$ cat config.mk
export PLATFORM = sky130hd
export DESIGN_NAME = scp_back
export DESIGN_NICKNAME = d
export VERILOG_FILES = /design/src/rtl/core/assert_macros.svh /design/src/rtl/core/scp_pkg.sv /design/src/rtl/core/scp_back.sv
export SDC_FILE = /design/constraint.sdc
export NUM_CORES = 2
export LEC_CHECK = 0
export ABC_AREA = 1
export BUFFER_PORTS_ARGS = -buffer_cell sky130_fd_sc_hd__buf_2
export CAP_MARGIN = 20
export CORE_ASPECT_RATIO = 0.5
export CORE_MARGIN = 1.5
export CORE_UTILIZATION = 40
export DETAILED_ROUTE_END_ITERATION = 8
export PLACE_DENSITY = 0.64
export SLEW_MARGIN = 15
export SYNTH_ARGS = -nofsm -noshare
export SYNTH_HDL_FRONTEND = slang
export SYNTH_SLANG_ARGS = --single-unit
$ cat constraint.sdc
create_clock -name clk -period 14.4 [get_ports clk]
set_clock_uncertainty 0.05 [all_clocks]
set_input_delay 0.72 -clock clk [delete_from_list [all_inputs] [get_ports clk]]
set_output_delay 0.72 -clock clk [all_outputs]
set_load 0.005 [all_outputs]
$ cat src/rtl/core/assert_macros.svh
// assertion macros shared by the rtl files
// expects clk and arst_n in the scope where a macro is used
`ifndef ASSERT_MACROS_SVH
`define ASSERT_MACROS_SVH

// same-cycle implication
`define SCP_ASSERT_IMPL(lbl, ante, cons) \
	lbl: assert property (@(posedge clk) disable iff (!arst_n) (ante) |-> (cons)) \
		else $error("scp assertion failed");

// next-cycle implication
`define SCP_ASSERT_NEXT(lbl, ante, cons) \
	lbl: assert property (@(posedge clk) disable iff (!arst_n) (ante) |=> (cons)) \
		else $error("scp assertion failed");

`endif

$ cat src/rtl/core/scp_pkg.sv
// shared widths, beat types and sign helpers for segment_crossing_point
// no dependencies
package scp_pkg;

	localparam int CoordBits = 16;
	localparam int LimitW    = 16;

	localparam int DiffW  = CoordBits + 1;
	localparam int ProdW  = 2 * DiffW;
	localparam int SideW  = ProdW + 1;
	localparam int CProdW = 2 * CoordBits;
	localparam int DetW   = CProdW + 1;
	localparam int NProdW = DetW + DiffW;
	localparam int NumW   = NProdW + 1;
	localparam int DenW   = SideW;
	localparam int CmpW   = (NumW > DenW + CoordBits) ? NumW : DenW + CoordBits;
	localparam int HalfW  = NumW + 1;

	typedef logic signed [CoordBits-1:0] coord_t;
	typedef logic signed [DiffW-1:0]     diff_t;
	typedef logic signed [ProdW-1:0]     prod_t;
	typedef logic signed [SideW-1:0]     side_t;
	typedef logic signed [CProdW-1:0]    cprod_t;
	typedef logic signed [DetW-1:0]      det_t;
	typedef logic signed [NProdW-1:0]    nprod_t;
	typedef logic signed [NumW-1:0]      num_t;
	typedef logic [NumW-1:0]             mag_t;
	typedef logic [DenW-1:0]             den_t;
	typedef logic [CoordBits-1:0]        quo_t;
	typedef logic [CoordBits:0]          rnd_t;
	typedef logic [LimitW-1:0]           limit_t;

	localparam limit_t LimitReset = limit_t'(1);
	localparam coord_t CoordMax   = {1'b0, {(CoordBits-1){1'b1}}};
	localparam coord_t CoordMin   = {1'b1, {(CoordBits-1){1'b0}}};
	localparam rnd_t   SatPosMag  = {2'b00, {(CoordBits-1){1'b1}}};
	localparam rnd_t   SatNegMag  = {2'b01, {(CoordBits-1){1'b0}}};

	typedef struct packed {
		coord_t seg_a_x;
		coord_t seg_a_y;
		coord_t seg_b_x;
		coord_t seg_b_y;
		coord_t step_c_x;
		coord_t step_c_y;
		coord_t step_d_x;
		coord_t step_d_y;
	} in_t;

	typedef struct packed {
		logic   crosses;
		coord_t cross_x;
		coord_t cross_y;
	} out_t;

	typedef struct packed {
		mag_t   nx;
		mag_t   ny;
		logic   negx;
		logic   negy;
		den_t   den;
		logic   live;
		coord_t ax;
		coord_t ay;
		coord_t bx;
		coord_t by;
	} front_t;

	typedef struct packed {
		mag_t rem;
		quo_t quo;
		logic neg;
		logic over;
	} div_lane_t;

	typedef struct packed {
		div_lane_t x;
		div_lane_t y;
		den_t      den;
		logic      live;
		coord_t    ax;
		coord_t    ay;
		coord_t    bx;
		coord_t    by;
	} div_stage_t;

	function automatic logic side_neg(side_t v);
		return v[SideW-1];
	endfunction

	function automatic logic side_pos(side_t v);
		return !v[SideW-1] && (v != '0);
	endfunction

endpackage

$ cat src/rtl/core/scp_back.sv
// rounding, saturation, strict inside tests and output register
// depends on scp_pkg
module scp_back (
	input  logic                clk,
	input  logic                arst_n,
	input  logic                up_valid,
	output logic                up_ready,
	input  scp_pkg::div_stage_t up_data,
	output logic                dn_valid,
	input  logic                dn_ready,
	output scp_pkg::out_t       dn_data
);
	import scp_pkg::*;

	localparam int Stages = 4;

	logic [Stages-1:0] vld_q;
	logic              adv;

	div_stage_t dv_s1, dv_s2;
	logic       hx_s1, hy_s1;
	coord_t     px_s2, py_s2, px_s3, py_s3;
	logic       live_s3;
	prod_t      e1_s3, e2_s3, f1_s3, f2_s3;
	out_t       res_s4;

	diff_t  pax, pay, pbx, pby, abx, aby;
	side_t  dot_a, dot_b;
	logic   hit;

	function automatic coord_t sat_round(quo_t quo, logic half, logic neg, logic over);
		rnd_t   q1;
		rnd_t   qn;
		coord_t res;
		q1 = rnd_t'(quo) + rnd_t'(half);
		qn = rnd_t'(0) - q1;
		if (neg) begin
			res = (over || q1 > SatNegMag) ? CoordMin : qn[CoordBits-1:0];
		end else begin
			res = (over || q1 > SatPosMag) ? CoordMax : q1[CoordBits-1:0];
		end
		return res;
	endfunction

	assign adv      = !vld_q[Stages-1] || dn_ready;
	assign up_ready = adv;
	assign dn_valid = vld_q[Stages-1];
	assign dn_data  = res_s4;

	assign pax = DiffW'(px_s2) - DiffW'(dv_s2.ax);
	assign pay = DiffW'(py_s2) - DiffW'(dv_s2.ay);
	assign pbx = DiffW'(px_s2) - DiffW'(dv_s2.bx);
	assign pby = DiffW'(py_s2) - DiffW'(dv_s2.by);
	assign abx = DiffW'(dv_s2.bx) - DiffW'(dv_s2.ax);
	assign aby = DiffW'(dv_s2.by) - DiffW'(dv_s2.ay);

	assign dot_a = SideW'(e1_s3) + SideW'(e2_s3);
	assign dot_b = SideW'(f1_s3) + SideW'(f2_s3);
	assign hit   = live_s3 && side_pos(dot_a) && side_pos(dot_b);

	always_ff @(posedge clk or negedge arst_n) begin
		if (!arst_n) begin
			vld_q <= '0;
		end else if (adv) begin
			vld_q <= {vld_q[Stages-2:0], up_valid};
		end
	end

	always_ff @(posedge clk) begin
		if (adv) begin
			// round half up on the remainder
			dv_s1 <= up_data;
			hx_s1 <= (HalfW'(up_data.x.rem) << 1) >= HalfW'(up_data.den);
			hy_s1 <= (HalfW'(up_data.y.rem) << 1) >= HalfW'(up_data.den);

			// signed point, saturated
			px_s2 <= sat_round(dv_s1.x.quo, hx_s1, dv_s1.x.neg, dv_s1.x.over);
			py_s2 <= sat_round(dv_s1.y.quo, hy_s1, dv_s1.y.neg, dv_s1.y.over);
			dv_s2 <= dv_s1;

			// dot product terms
			e1_s3   <= ProdW'(pax) * ProdW'(abx);
			e2_s3   <= ProdW'(pay) * ProdW'(aby);
			f1_s3   <= ProdW'(pbx) * ProdW'(-abx);
			f2_s3   <= ProdW'(pby) * ProdW'(-aby);
			px_s3   <= px_s2;
			py_s3   <= py_s2;
			live_s3 <= dv_s2.live;

			res_s4.crosses <= hit;
			res_s4.cross_x <= hit ? px_s3 : '0;
			res_s4.cross_y <= hit ? py_s3 : '0;
		end
	end

endmodule

; ---- Yosys cells after proc, flatten, opt, wreduce, memory -nomap -nowiden
; Cells that the tools add are included.
[op_classes]
order_cmp = 6
mux = 6
n_addsub = 14
multipliers = 4
reduce_logical = 14
[op_table]
columns = cell, count
row1 = $ge A52 B35 Y1, 2
row2 = $sub A16 B16 Y17, 6
row3 = $mux W16, 6
row4 = $add A34 B34 Y35, 2
row5 = $reduce_bool A35 Y1, 2
row6 = $mul A17 B17 Y34, 2
row7 = $mul A17 B34 Y34, 2
row8 = $neg A17 Y34, 2
row9 = $add A16 B1 Y17, 2
row10 = $gt A17 B15 Y1 const B, 2
row11 = $gt A17 B16 Y1 const B, 2
row12 = $sub A1 B16 Y16 const A, 2
row13 = $logic_or A1 B1 Y1, 5
row14 = $logic_and A1 B1 Y1, 4
row15 = $logic_not A1 Y1, 3
[word_totals]
inputBits = 242
word_cells = 75
register_bits = 406
output_inout_bits = 35

; ---- Depth between registers and ports, before layout
[logic_depth]
depth_word = 5
depth_mapped = 52
mapped_depth_nobuf = 50

; ---- Worst setup path after synthesis
; No wires, ideal clock.
[synth_timing]
kind = in2reg
startpoint = in dn_ready
endpoint = reg res_s4 (netlist bit dn_data[0]) (enable)
cell_stages = 2
t_required_ns = 11.382
arrival_time_ns = 7.307
setup_time_ns = 2.968
slack_ns = 4.076
path_cell_list = inv_1 -> nand2_1
[synth_via]
elab_chain_len = 1
[synth_lines]
columns = item, line
row1 = from (decl), scp_back.sv:10  ; input logic dn_ready,
row2 = $logic_or A1 B1 Y1, scp_back.sv:45  ; assign adv = !vld_q[Stages-1] || dn_ready;
row3 = net up_ready, scp_back.sv:7  ; output logic up_ready,
row4 = to (decl), scp_back.sv:25  ; out_t res_s4;
; The timed path passes the listed nets, and every way through them passes these cells.
; A chain may end at the register's enable or synchronous reset.

; ---- Worst setup path in the final report
[layout_timing]
startpoint = reg dv_s2[2] (netlist name)
endpoint = reg f2_s3[31] (data pin)
[layout_via]
elab_chain_len = 3
elab_cells_between_ends = 4
cone_classes = add/sub: 3 / mul: 1
[layout_lines]
columns = item, line
row1 = from (decl), scp_back.sv:20  ; div_stage_t dv_s1, dv_s2;
row2 = from (signal assigned), scp_back.sv:79  ; dv_s2 <= dv_s1;
row3 = $sub A16 B16 Y17, scp_back.sv:55  ; assign aby = DiffW'(dv_s2.by) - DiffW'(dv_s2.ay);
row4 = $neg A17 Y34, scp_back.sv:85  ; f2_s3 <= ProdW'(pby) * ProdW'(-aby);
row5 = $mul A17 B34 Y34 *, scp_back.sv:85
row6 = to (signal assigned), scp_back.sv:85
row7 = to (decl), scp_back.sv:24  ; prod_t e1_s3, e2_s3, f1_s3, f2_s3;
; Mark *: on every way between the ends. The rest lies on a longest branch, timed or not.

==> reports/metrics.cfg <==
[die]
io_pins = 277
rows = 110
fp.dieH_um = 305.4
die_x_um = 607.8
die_area_um2 = 185600
start_util = 0.4048
coreArea_um2 = 180700

[global_routing]
antenna_found_initial = 7
grt_pass1_vias = 58180
grt_pass1_wl_um = 323600
overflow = 0
track_usage = 0.2222
grt_max_degree = 89

[clocking]
path_clk_slew_ns = 0.07
cts_inserted_buffers = 47
cts_setup_buffers = 0
post_cts_resized = 0
clock-root-buffer = clkbuf_16
htreeDepth = 2
cts.sinks = 406
clock_path_buffers = 3
tritoncts = built
clock_latency_ns = 0.66
ctsHoldBuffers = 1

[yosys]
yosysSeqAreaShare = 0.1664
syn_inst = 8580
synth-seq-cells = 406
synth-edff-count = 402
synth_nets = 10730
postSynthAreaPerCell_um2 = 8.526
ys_warn_count = 0
yosysUniqueCellTypes = 61
synth_area_um2 = 73150
synth-main-ff-cell = edfxtp_1
async_flop_share = 0.009852

[place]
hpwl_um = 168500
place.port_buffers = 276
placed_cell_area_um2 = 77290
place.gp.congestion = 0.9424
place_ws_ns = 4.739

[route]
num_vias = 56570
drc = 0
via_per_inst = 5.033
ant_nets = 0
drt-pass1-iter-count = 6
drt_first_iter_violations = 4650
drt_wl_total_um = 203600
drt-wirelength-per-cell_um = 18.11

[cells_and_area]
area_growth_pct = 7.931
postLayoutCellArea_um2 = 78950
fill_cells = 17740
final_util = 0.4369
regArea_um2 = 12170
nets = 10950
antenna_cells = 0
layout-drive-gt1-share = 0.05751
multi_input_area_um2 = 51870

[worst_setup_path]
start_kind = flop
max_stage_delay_ns = 0.67
required_ns = 14.74
critical-path-top-cell-by-count = inv_1
crit_slowest_cell = ha_1
crit_type = flop to flop
end_kind = flop
path_max_fanout = 13
crit_arrival_ns = 10.22
startpoint = dv_s2[2]
r2r_start = dv_s2[2]

[timing]
slew_violations = 0
hold_viol_final = 0
period_needed_ns = 9.874
setup_viol = 0
min_period_over_period = 0.6857
max_freq_ghz = 0.1013
relSlewSlack = 0.2375
worst_slew_pin_slew_ns = 1.140
fin_ws_ns = 4.526
tns_ns = 0
rsz0062_at_grt = false

[hold_path]
hp-class = input port to flop
min_from = up_data[54]

[flow_run]
maxCapViolCount = 0

[outcome]
status = finished, final reports clean

-- layout make-up --
| type | instances | area share |
|---|---|---|
| multi-input cells | 5756 | 0.6570 |
| flip-flops and latches | 406 | 0.1542 |
| inverters | 2252 | 0.1071 |
| well taps | 2408 | 0.03816 |
| repair buffers | 332 | 0.02311 |
| clock buffers | 53 | 0.01518 |
| clock inverters | 34 | 0.005341 |
-- synth_stat cells (all sizes together), types with 3 or more instances --
master     n  share of area
and2      10        0.00086
nor3      85         0.0061
nor4      25         0.0022
buf       37         0.0027
ha       612           0.10
a31oi     18         0.0015
nand3    229          0.017
nor2    1054          0.055
clkinv    38         0.0019
o41ai      4        0.00048
a221oi    14         0.0017
o31ai      9        0.00092
fa      1298           0.36
o21ai    179          0.012
a22oi      3        0.00031
xnor2    102          0.012
nand4     75         0.0066
nand2   1383          0.072
o21a      15         0.0015
o21bai    26         0.0027
or2       22         0.0019
dfrtp      4         0.0014
edfxtp   402           0.17
inv     2214           0.11
o221ai    13         0.0016
a21o      27         0.0028
a211oi    11         0.0011
a21boi    14         0.0014
a21oi    322          0.022
xor2     173          0.021
clkbuf   129         0.0066
o211ai     8        0.00082
a31o       3        0.00036
nand3b    13         0.0013
-- registers in the layout, summed over array words and instances (netlist names) --
| signal | cells |
|---|---|
| px_s2 | 16 |
| py_s2 | 16 |
| live_s3 | 1 |
| dv_s2 | 65 |
| hy_s1 | 1 |
| px_s3 | 16 |
| py_s3 | 16 |
| f1_s3 | 34 |
| f2_s3 | 34 |
| dn_data | 33 |
| e1_s3 | 34 |
| dv_s1 | 101 |
| hx_s1 | 1 |
| e2_s3 | 34 |
| vld_q | 4 |
-- critical path, delay by kind of cell (launching register included) --
kind            cells  cell delay [ns]
fa+ha+maj           9             4.40
simple gates       18             2.57
buf+inv             9             1.06
compound gates      5             1.06
flops               1             0.39
xor+xnor            1             0.08
-- through the flow --
| step | instances | hold slack [ns] |
|---|---|---|
| floorplan | 8580 | 0.3503 |
| global placement | 11150 | 0.3507 |
| detailed placement | 11150 | 0.3552 |
| CTS | 11240 | 0.1419 |
| global route | 11240 | 0.1586 |
| finish | 11240 | 0.1894 |
-- kinds of logic after synthesis --
logic type,share of synthesized area
xor+xnor,0.03323
compound gates,0.05302
flops,0.1664
buf+inv,0.1248
fa+ha+maj,0.4599
simple gates,0.1626
-- path summary, 6_finish.rpt --
path,end,slack (ns),cells past startpoint
setup / recovery,f2_s3[31],4.53,42
hold / removal,dv_s1[54],0.19,1
setup reg to reg,f2_s3[31],4.53,42
hold reg to reg,dv_s2[63],0.37,0
max in group asynchronous,vld_q[0],13.81,2
min in group asynchronous,vld_q[1],0.37,2
-- layout by cell type (no fill, tap or decap), types with 13 or more instances in the layout --
cell       instances
a221oi_1          14
nand3b_1          13
o21bai_1          25
fa_1            1298
ha_1             611
xnor2_1          102
a31oi_1           18
or2_2             22
xor2_1           170
o21ai_1           14
o21a_1            15
a21oi_1          317
clkinv_1          46
nand2_2           21
nand3_1          216
nor4_1            24
inv_1           2203
buf_2            276
nor2_1          1041
o221ai_1          13
buf_4             54
clkbuf_16         47
nand2_1         1359
a21o_1            27
o21ai_0          164
edfxtp_1         402
nor3_1            82
nand4_1           74
-- metal layers --
metal | vias to the layer above | routed length (um) | GRT usage
li1 | 26290 | - | -
met1 | 27880 | 89560 | 0.3114
met2 | 2053 | 90630 | 0.3518
met3 | 338 | 16970 | 0.04027
met4 | 14 | 6371 | 0.06473
met5 | - | 80 | 0
Power is not shown: default switching activity piles up to over one toggle a cycle in this logic, so the estimate is an artifact.
